<file path="src/design/eps_pkg.sv">
`timescale 1ns / 1ps
// ----------------------------------------------------------------------------
// eps_pkg
// Shared constants, codes and payload types of the percentile envelope score.
// ----------------------------------------------------------------------------
package eps_pkg;

  localparam int REF_DEPTH = 1024;
  localparam int NUM_VARS  = 8;
  localparam int REF_AW    = $clog2(REF_DEPTH);
  localparam int VAR_AW    = $clog2(NUM_VARS);
  localparam int MEM_AW    = VAR_AW + REF_AW;
  localparam int MEM_DEPTH = NUM_VARS * REF_DEPTH;

  // counts up to REF_DEPTH, m = 2*below + equal up to 2*REF_DEPTH
  localparam int CNT_W = REF_AW + 1;
  localparam int M_W   = CNT_W + 1;
  localparam int NUM_W = CNT_W + 16;
  localparam int Q_W   = 17;

  localparam int VAL_W     = 32;
  localparam int REF_CNT_W = 11;
  localparam int VAR_CNT_W = 4;
  localparam int APB_AW    = 3;
  localparam int APB_DW    = 32;

  localparam logic [Q_W-1:0]       ONE_Q16       = 17'h10000;
  localparam logic [REF_CNT_W-1:0] REF_COUNT_RST = 11'd1024;
  localparam logic [VAR_CNT_W-1:0] VAR_COUNT_RST = 4'd8;

  // register index, taken from paddr[2]
  localparam logic REG_REF_COUNT = 1'b0;
  localparam logic REG_VAR_COUNT = 1'b1;

  localparam logic [1:0] ACT_LOAD_REF = 2'd0;
  localparam logic [1:0] ACT_LOAD_LIM = 2'd1;
  localparam logic [1:0] ACT_QUERY    = 2'd2;

  localparam logic [1:0] TAIL_NONE = 2'd0;
  localparam logic [1:0] TAIL_BOTH = 2'd1;
  localparam logic [1:0] TAIL_HIGH = 2'd2;
  localparam logic [1:0] TAIL_LOW  = 2'd3;

  typedef struct packed {
    logic [1:0]              action;
    logic [VAR_AW-1:0]       var_index;
    logic [REF_AW-1:0]       ref_index;
    logic signed [VAL_W-1:0] value;
    logic                    value_missing;
    logic signed [VAL_W-1:0] low_limit;
    logic signed [VAL_W-1:0] high_limit;
    logic [1:0]              tail_mode;
    logic                    last_var;
  } eps_item_t;

  typedef struct packed {
    logic [Q_W-1:0] score;
    logic           score_missing;
  } eps_result_t;

  typedef struct packed {
    logic             start;
    logic [NUM_W-1:0] num;
    logic [CNT_W-1:0] den;
  } eps_div_req_t;

  typedef struct packed {
    logic           done;
    logic [Q_W-1:0] quot;
  } eps_div_rsp_t;

endpackage

</file>
<file path="src/design/eps_div.sv">
`timescale 1ns / 1ps
// ----------------------------------------------------------------------------
// eps_div
// Restoring divider, one quotient bit per cycle.
// ----------------------------------------------------------------------------
module eps_div (
  input  logic                  clk_i,
  input  logic                  rst_ni,
  input  eps_pkg::eps_div_req_t req_i,
  output eps_pkg::eps_div_rsp_t rsp_o
);
  import eps_pkg::*;

  localparam int STEP_W = $clog2(NUM_W);

  logic              busy_q, busy_d;
  logic              done_q, done_d;
  logic [STEP_W-1:0] step_q, step_d;
  logic [NUM_W-1:0]  num_q, num_d;
  logic [CNT_W-1:0]  rem_q, rem_d;
  logic [CNT_W-1:0]  den_q, den_d;
  logic [CNT_W:0]    rem_sh;

  always_comb begin
    busy_d = busy_q;
    done_d = 1'b0;
    step_d = step_q;
    num_d  = num_q;
    rem_d  = rem_q;
    den_d  = den_q;
    rem_sh = {rem_q, num_q[NUM_W-1]};
    if (req_i.start) begin
      busy_d = 1'b1;
      step_d = '0;
      num_d  = req_i.num;
      rem_d  = '0;
      den_d  = req_i.den;
    end else if (busy_q) begin
      // shift in one dividend bit, subtract when it fits, shift the quotient bit into num
      if (rem_sh >= {1'b0, den_q}) begin
        rem_d = CNT_W'(rem_sh - {1'b0, den_q});
        num_d = {num_q[NUM_W-2:0], 1'b1};
      end else begin
        rem_d = rem_sh[CNT_W-1:0];
        num_d = {num_q[NUM_W-2:0], 1'b0};
      end
      step_d = step_q + 1'b1;
      if (step_q == STEP_W'(NUM_W - 1)) begin
        busy_d = 1'b0;
        done_d = 1'b1;
      end
    end
  end

  always_ff @(posedge clk_i or negedge rst_ni) begin
    if (!rst_ni) begin
      busy_q <= 1'b0;
      done_q <= 1'b0;
    end else begin
      busy_q <= busy_d;
      done_q <= done_d;
    end
  end

  always_ff @(posedge clk_i) begin
    step_q <= step_d;
    num_q  <= num_d;
    rem_q  <= rem_d;
    den_q  <= den_d;
  end

  assign rsp_o.done = done_q;
  assign rsp_o.quot = num_q[Q_W-1:0];

endmodule

</file>
<file path="config.mk">
export PLATFORM = sky130hd
export DESIGN_NAME = eps_div
export DESIGN_NICKNAME = d
export VERILOG_FILES = /design/src/design/eps_pkg.sv /design/src/design/eps_div.sv
export SDC_FILE = /design/constraint.sdc
export NUM_CORES = 1
export LEC_CHECK = 0
export ABC_AREA = 1
export BUFFER_PORTS_ARGS = -buffer_cell sky130_fd_sc_hd__buf_2
export CORE_ASPECT_RATIO = 1.2
export CORE_UTILIZATION = 50
export DETAILED_ROUTE_END_ITERATION = 12
export PLACE_DENSITY = 0.81
export REMOVE_ABC_BUFFERS = 1
export SLEW_MARGIN = 20
export SYNTH_ARGS = -nofsm -noshare
export SYNTH_HDL_FRONTEND = slang
export SYNTH_SLANG_ARGS = --single-unit
</file>
<file path="constraint.sdc">
create_clock -name clk_i -period 2.4 [get_ports clk_i]
set_input_delay 0.36 -clock clk_i [delete_from_list [all_inputs] [get_ports clk_i]]
set_output_delay 0.36 -clock clk_i [all_outputs]
set_load 0.1 [all_outputs]
</file>
Yosys cells after proc, flatten, opt, wreduce, memory -nomap -nowiden
Cells that the tools add are included.

word-level totals
  register bits after elaboration = 56
  logic and storage cells = 21
  output and inout bits = 18
  input bits = 41

operators by class
  muxes and demuxes = 10
  order comparisons = 1
  $add $sub $neg = 2
  reduce and logical (&&, ||, !) cells = 1
  equal/unequal tests = 1

operators by type and width
  cell                 count
  $mux 27              2
  $ge 12x11->1         1
  $mux 11              1
  $sub 11x11->11       1
  $mux 1               7
  $add 5x1->5 const B  1
  $eq 5x5->1 const B   1
  $reduce_bool 2->1    1

Logic depth before layout (Yosys ltp)
Gate-level depths: netlist of run 1.

  depth in word-level cells = 4
  mapped depth = 12
  gate-level depth less buffers = 12

Worst setup path after synthesis of run 1
No wires, ideal clock.

  path kind = reg-to-reg
  start point = register num_q[26]
  end point = register rem_q[7]
  stages on the path, launching flop included = 13
  library setup time = 113 ps
  buffers on the path = 1
  period minus slack after synthesis = 1,808 ps
  data required time = 2,287 ps
  path slack = 592 ps
  arrival time = 1,695 ps
  cells stage by stage = edfxtp_1 > inv_1 > ha_1 > fa_1 > inv_1 > nand3_1 > nand3_1 > nand2_2 > nand4_4 > buf_12 > nand3_2 > nand3_1 > nand2_1

between the ends
  word-level cells in the longest chain between the ends = 2
  elaborated cells between the ends (all ways) = 3
  those cells by class = add/sub (1); order compare (1); mux (1)

ends and longest elaborated chain
  element                                         line                          RTL
  from (decl)                                     eps_div.sv:19                 logic [NUM_W-1:0] num_q, num_d;
  from (signal assigned)                          eps_div.sv:67                 num_q <= num_d;
  $sub 11x11->11 or $ge 12x11->1 (tied branches)  eps_div.sv:41, eps_div.sv:40
  $mux 11 (*)                                     eps_div.sv:40                 if (rem_sh >= {1'b0, den_q}) begin
  to (signal assigned)                            eps_div.sv:68                 rem_q <= rem_d;
  to (decl)                                       eps_div.sv:20                 logic [CNT_W-1:0] rem_q, rem_d;

Mark *: on every way between the ends. The rest lies on a longest branch, timed or not.
A chain may end at the register's enable or synchronous reset.

Worst setup path after layout of run 1
  start point = register num_q[26]
  end point = register num_q[0] (data pin)

between the ends
  word-level cells in the longest chain between the ends = 4

ends and longest elaborated chain
  element             line           RTL
  $ge 12x11->1        eps_div.sv:40
  $mux 1              eps_div.sv:40
  $mux 27             eps_div.sv:38  end else if (busy_q) begin
  $mux 27             eps_div.sv:32  if (req_i.start) begin
  named net num_d[0]  eps_div.sv:19

The timed path passes the listed nets, and every way through them passes these cells. The select of a mux whose other input is x is not followed.

==> results of run 1 <==
area by class of cell:
| type | count | share of cell area |
|---|---|---|
| flip-flops and latches | 56 | 0.425 |
| multi-input cells | 258 | 0.369 |
| repair buffers | 62 | 0.0908 |
| inverters | 53 | 0.0559 |
| well taps | 82 | 0.0289 |
| clock buffers | 5 | 0.0194 |
| clock inverters | 3 | 0.0106 |
repair_timing:
item,in CTS,in global routing
endpoints found under the setup margin,0,1
endpoints found under the hold margin,2,0
gates resized for setup,0,1
hold buffers,1,0
flip-flops by register name (all words and copies together) (netlist names):
| signal | count |
|---|---|
| rem_q | 11 |
| done_q | 1 |
| busy_q | 1 |
| step_q | 5 |
| den_q | 11 |
| num_q | 27 |
per-layer routing:
layer / vias to the layer above / global-route usage / wire, µm
met3: 10 / 0.0324 / 306
met1: 1161 / 0.263 / 2850
li1: 1319 / - / -
met5: - / 0 / 0
met4: 0 / 0.0648 / 95
met2: 84 / 0.338 / 3110
worst min-delay path by stage:
stage | start | end | slack, ps
floorplan | rst_ni | busy_q | 60
global placement | rst_ni | done_q | 140
detailed placement | rst_ni | busy_q | 150
CTS | req_i[6] | den_q[6] | 210
global route | req_i[6] | den_q[6] | 200
finish | req_i[0] | den_q[0] | 220
power groups by stage:
| stage | logic (W) | clock network [W] | registers (W) |
|---|---|---|---|
| floorplan | 0.00106 | 0 | 0.00152 |
| global placement | 0.00157 | 0 | 0.00132 |
| detailed placement | 0.00160 | 0 | 0.00132 |
| CTS | 0.00161 | 0.000607 | 0.00130 |
| global route | 0.00182 | 0.000650 | 0.00132 |
| finish | 0.00163 | 0.000601 | 0.00130 |
synthesized netlist by cell type, drive strengths merged (4+ instances only):
cell type  number  share of area
a21oi           7          0.012
buf            24          0.058
clkbuf          7          0.014
dfxtp          16          0.098
edfxtp         38           0.35
ha             13          0.050
inv            53          0.061
nand2         161           0.19
nand3          32          0.058
nand4          15          0.033
nor2           16          0.022
o21ai           4         0.0062
logic make-up after synthesis:
family / count (synthesis) / share of synthesized area
AO/OA/AOI/OAI: 12 / 0.0200
XOR/XNOR: 3 / 0.00808
adder cells (fa/ha/maj): 14 / 0.0561
buffers and inverters: 84 / 0.133
flip-flops: 56 / 0.464
AND/OR/NAND/NOR: 229 / 0.318
stage by stage:
stage | cells | utilization | hold WS (ps) | power, W
floorplan | 367 | - | 64.4 | 0.00258
global placement | 510 | 0.557 | 145 | 0.00288
detailed placement | 510 | 0.557 | 149 | 0.00292
CTS | 519 | 0.576 | 214 | 0.00352
global route | 519 | 0.577 | 202 | 0.00378
finish | 519 | 0.577 | 219 | 0.00353
critical path, delay by kind of cell (launching register included):
kind,cells,cell delay [ps]
fa+ha+maj,2,410
simple gates,6,1000
flops,1,380
buf+inv,2,140
==> flow_metrics.py, run 1 <==
metrics = {
    "power_and_ir_drop": {
        "irDropWorstVdd_mv": 0.520,
        "powerDensity_nw_per_um2": 992,
        "switching_share": 0.427,
        "leakage_nw": 1.83,
        "p_clk_frac": 0.170,
        "p_switching_w": 0.00151,
        "pwr-share-comb": 0.461,
        "p_int_w": 0.00202,
        "pwr-share-seq": 0.368,
    },
    "final_layout": {
        "fillerInstances": 551,
        "drive_gt1_frac": 0.211,
        "layout_commonest_cell": "nand2_1",
        "final_cell_mix": "150 x nand2_1, 58 x buf_2, 51 x inv_1",
        "multi_input_comb_area_um2": 1310,
        "regArea_um2": 1510,
        "design_area_um2": 3560,
        "fin_nets": 491,
        "antenna_cells": 0,
        "syn_to_final_growth_pct": 9.27,
    },
    "worst_setup_path": {
        "crit_arrival_ps": 2240,
        "crit_chain": "inv_1 -> ha_1 -> fa_1 -> inv_1 -> nand3_1 -> nand3_1 -> nand2_4 -> nand4_4 -> nand2_1 -> nand2_1",
        "reg2regPathDepth": 10,
        "cp_slowest_stage_delay_ps": 380,
        "cp-startpoint": "num_q[26]",
        "crit_type": "flip-flop to flip-flop",
        "crit_required_ps": 2470,
        "cp_slowest_cell": "edfxtp_1",
        "rr_endpoint": "num_q[0]",
        "rrSetupSlack_ps": 230,
        "critPathMaxFanout": 12,
        "setup.worst_path.start_class": "flip-flop",
        "crit_path_end_kind": "flip-flop",
        "cp-endpoint": "num_q[0]",
        "rr_startpoint": "num_q[26]",
    },
    "yosys": {
        "synth-seq-cells": 56,
        "syn-mean-instance-area_um2": 8.18,
        "yosysWarnings": 0,
        "ys_types": 32,
        "synthArstFlopShare": 0.0357,
        "synth_top_flop_cell": "edfxtp_1",
        "syn_inst": 398,
        "syn_area_um2": 3250,
        "synth_enable_flop_cells": 38,
        "synth_seq_area_share": 0.464,
    },
    "route": {
        "drtIter0Drc": 126,
        "wl_mm": 6.36,
        "drt-wirelength-per-cell_um": 12.3,
        "via_per_inst": 4.96,
        "ant_nets": 0,
        "dr.pass1.iters": 4,
        "drc": 0,
        "via_count": 2574,
    },
    "placement": {
        "io_buffers": 58,
        "place_area_um2": 3430,
        "dp_hpwl_mm": 4.71,
        "gp_congestion": 0.906,
        "preCtsSetupSlack_ps": 253,
    },
    "sta": {
        "setup-tns-final_ps": 0,
        "hold_violations": 0,
        "clock_skew_ps": 10.0,
        "final.min_clock_period_ps": 2170,
        "report.final.slew_viol_count": 0,
        "maxSlewHeadroom": 0.392,
        "period_share": 0.905,
        "rsz0062_at_grt": "no",
        "worst_pin_slew_ps": 911,
        "fmax_mhz": 460,
        "layout_setup_ws_ps": 228,
        "finalSetupViolCount": 0,
    },
    "clock_tree": {
        "clockBufferDepth": 2,
        "numCtsBuffers": 5,
        "postCtsSetupRepairBufs": 0,
        "numClockSinks": 56,
        "clkLatencyLatePin_ps": 310,
        "h-tree-depth": 2,
        "root_buffer": "clkbuf_8",
        "clk_pin_slew_ps": 100,
        "cts_tree": "built",
    },
    "global_route": {
        "grt_max_degree": 33,
        "antenna_found_initial": 0,
        "grt_pass1_wl_mm": 10.8,
        "grt_overflow": 0,
        "grt_pass1_vias": 2455,
        "track_usage": 0.202,
    },
    "floorplanning": {
        "die_h_um": 90.4,
        "ios": 59,
        "num_rows": 31,
        "dieArea_um2": 6840,
        "die_x_um": 75.6,
        "start_util": 0.528,
        "core_area_um2": 6170,
    },
    "job": {
        "maxCapViolCount": 0,
    },
    "outcome": {
        "status": "completed",
    },
    "hold_path": {
        "hp-class": "input pin to flip-flop",
        "hold_depth": 1,
    },
}
Power figures use the tool's default switching activity.
==> run 2, diff against run 1 <==
--- a/config.mk
+++ b/config.mk
@@ -11,7 +11,6 @@
 export CORE_UTILIZATION = 50
 export DETAILED_ROUTE_END_ITERATION = 12
 export PLACE_DENSITY = 0.81
-export REMOVE_ABC_BUFFERS = 1
 export SLEW_MARGIN = 20
 export SYNTH_ARGS = -nofsm -noshare
 export SYNTH_HDL_FRONTEND = slang
==> constraint.sdc (replaced) <==
create_clock -name clk_i -period 2 [get_ports clk_i]
set_input_delay 0.3 -clock clk_i [delete_from_list [all_inputs] [get_ports clk_i]]
set_output_delay 0.3 -clock clk_i [all_outputs]
set_load 0.1 [all_outputs]
==> flow_metrics.py, run 2 (synthesized netlist as in run 1, its figures left out) <==
metrics = {
    "worst_setup_path": {
        "crit_arrival_ps": 2160,
        "rr_endpoint": "rem_q[4]",
        "cp-startpoint": "den_q[0]",
        "rr_startpoint": "den_q[0]",
        "reg2regPathDepth": 10,
        "crit_required_ps": 2250,
        "setup.worst_path.start_class": "flip-flop",
        "rrSetupSlack_ps": 90,
        "crit_path_end_kind": "flip-flop",
        "crit_type": "flip-flop to flip-flop",
        "critPathMaxFanout": 11,
    },
    "hold_path": {
        "min_from": "req_i[3]",
        "hold_depth": 1,
        "hp-class": "input pin to flip-flop",
        "min_to": "den_q[3]",
    },
    "final_layout": {
        "top_register": "num_q",
        "fin_nets": 499,
        "regArea_um2": 1510,
        "antenna_cells": 0,
        "layout_commonest_cell": "nand2_1",
        "final_cell_mix": "150 x nand2_1, 58 x buf_2, 51 x inv_1",
        "largest_reg_flops": 27,
        "fin_cells": 527,
        "drive_gt1_frac": 0.229,
        "multi_input_comb_area_um2": 1340,
        "reg_top3": "num_q: 27 flops, den_q: 11 flops, rem_q: 11 flops",
        "fillerInstances": 556,
        "syn_to_final_growth_pct": 11.1,
        "fin_util": 0.586,
    },
    "sta": {
        "setup-tns-final_ps": 0,
        "period_share": 0.954,
        "fmax_mhz": 524,
        "hold_violations": 0,
        "worst_pin_slew_ps": 494,
        "rsz0062_at_grt": "no",
        "final.min_clock_period_ps": 1910,
        "report.final.slew_viol_count": 0,
        "maxSlewHeadroom": 0.673,
        "whs_ps": 160,
        "finalSetupViolCount": 0,
        "clock_skew_ps": 8.24,
    },
    "floorplanning": {
        "die_h_um": 90.4,
        "start_util": 0.528,
        "dieArea_um2": 6840,
        "core_area_um2": 6170,
        "num_rows": 31,
        "die_x_um": 75.6,
        "ios": 59,
    },
    "clock_tree": {
        "clk_pin_slew_ps": 100,
        "clkLatencyLatePin_ps": 310,
        "h-tree-depth": 2,
        "numClockSinks": 56,
        "numCtsBuffers": 5,
        "cts_tree": "built",
        "clockBufferDepth": 2,
        "root_buffer": "clkbuf_8",
    },
    "route": {
        "via_count": 2635,
        "ant_nets": 0,
        "drt-wirelength-per-cell_um": 12.6,
        "drtIter0Drc": 172,
        "wl_mm": 6.64,
        "via_per_inst": 5.00,
        "drc": 0,
        "dr.pass1.iters": 4,
    },
    "power_and_ir_drop": {
        "leakage_nw": 1.86,
        "powerDensity_nw_per_um2": 1150,
        "irDropWorstVdd_mv": 0.776,
    },
    "placement": {
        "gp_congestion": 0.911,
        "dp_hpwl_mm": 4.82,
        "post-place-cells": 517,
        "io_buffers": 58,
    },
    "global_route": {
        "track_usage": 0.206,
        "grt_pass1_wl_mm": 10.8,
        "antenna_found_initial": 0,
        "grt_max_degree": 28,
        "grt_overflow": 0,
        "grt_pass1_vias": 2514,
    },
    "job": {
        "maxCapViolCount": 0,
    },
    "yosys": {
        "synthesis.nets": 453,
    },
    "outcome": {
        "status": "completed",
    },
}
## run 2: metrics by stage
stage,instance area (µm²),setup slack [ps],power (W)
2_1_floorplan,3250,192,0.00327
3_3_place_gp,3490,167,0.00345
3_5_place_dp,3490,83.4,0.00351
4_1_cts,3580,46.3,0.00413
5_1_grt,3610,11.4,0.00447
6_report,3610,91.8,0.00417
## run 2: worst max-delay path, cell delays in order, from the launching register on
cell,delay [ps]
edfxtp_1,410
ha_1,240
fa_2,360
inv_1,90
nand3_1,80
nand3_2,90
nand2_2,110
buf_6,170
nand4_1,120
nand3_1,100
nand2_1,70
## run 2: how the worst max path moves through the flow
stage          slack (ps)         to
6_report               90   rem_q[4]
4_1_cts                50   rem_q[4]
3_3_place_gp          170  rem_q[10]
2_1_floorplan         190   rem_q[7]
3_5_place_dp           80   rem_q[5]
5_1_grt                10   rem_q[4]
## run 2: final cells by class
cell class,count,share of cell area
Multi-Input combinational cell,259,0.370
Tap cell,82,0.0284
Clock buffer,7,0.0211
Sequential cell,56,0.418
Clock inverter,1,0.00242
Inverter,53,0.0550
Timing Repair Buffer,69,0.105
## run 2: metal layers
| metal | vias up | wire (µm) | track usage |
|---|---|---|---|
| li1 | 1340 | - | - |
| met3 | 16 | 464 | 0.0446 |
| met1 | 1187 | 2710 | 0.255 |
| met5 | - | 0 | 0 |
| met4 | 0 | 180 | 0.0756 |
| met2 | 92 | 3280 | 0.344 |
## run 2: power by group
| part | switching [W] | internal, W | leakage (nW) | total [W] |
|---|---|---|---|---|
| Combinational | 0.00134 | 0.000674 | 1.25 | 0.00201 |
| Sequential | 0.000116 | 0.00143 | 0.560 | 0.00155 |
| Clock | 0.000361 | 0.000251 | 0.0424 | 0.000612 |
| Total | 0.00182 | 0.00236 | 1.86 | 0.00417 |
## run 2: what timing repair did
| action | 4_1_cts | 5_1_grt |
|---|---|---|
| gates resized for setup | 0 | 4 |
| setup buffers | 0 | 0 |
| hold endpoints to repair | 2 | 0 |
| hold buffers | 1 | 0 |
| setup endpoints to repair | 0 | 12 |
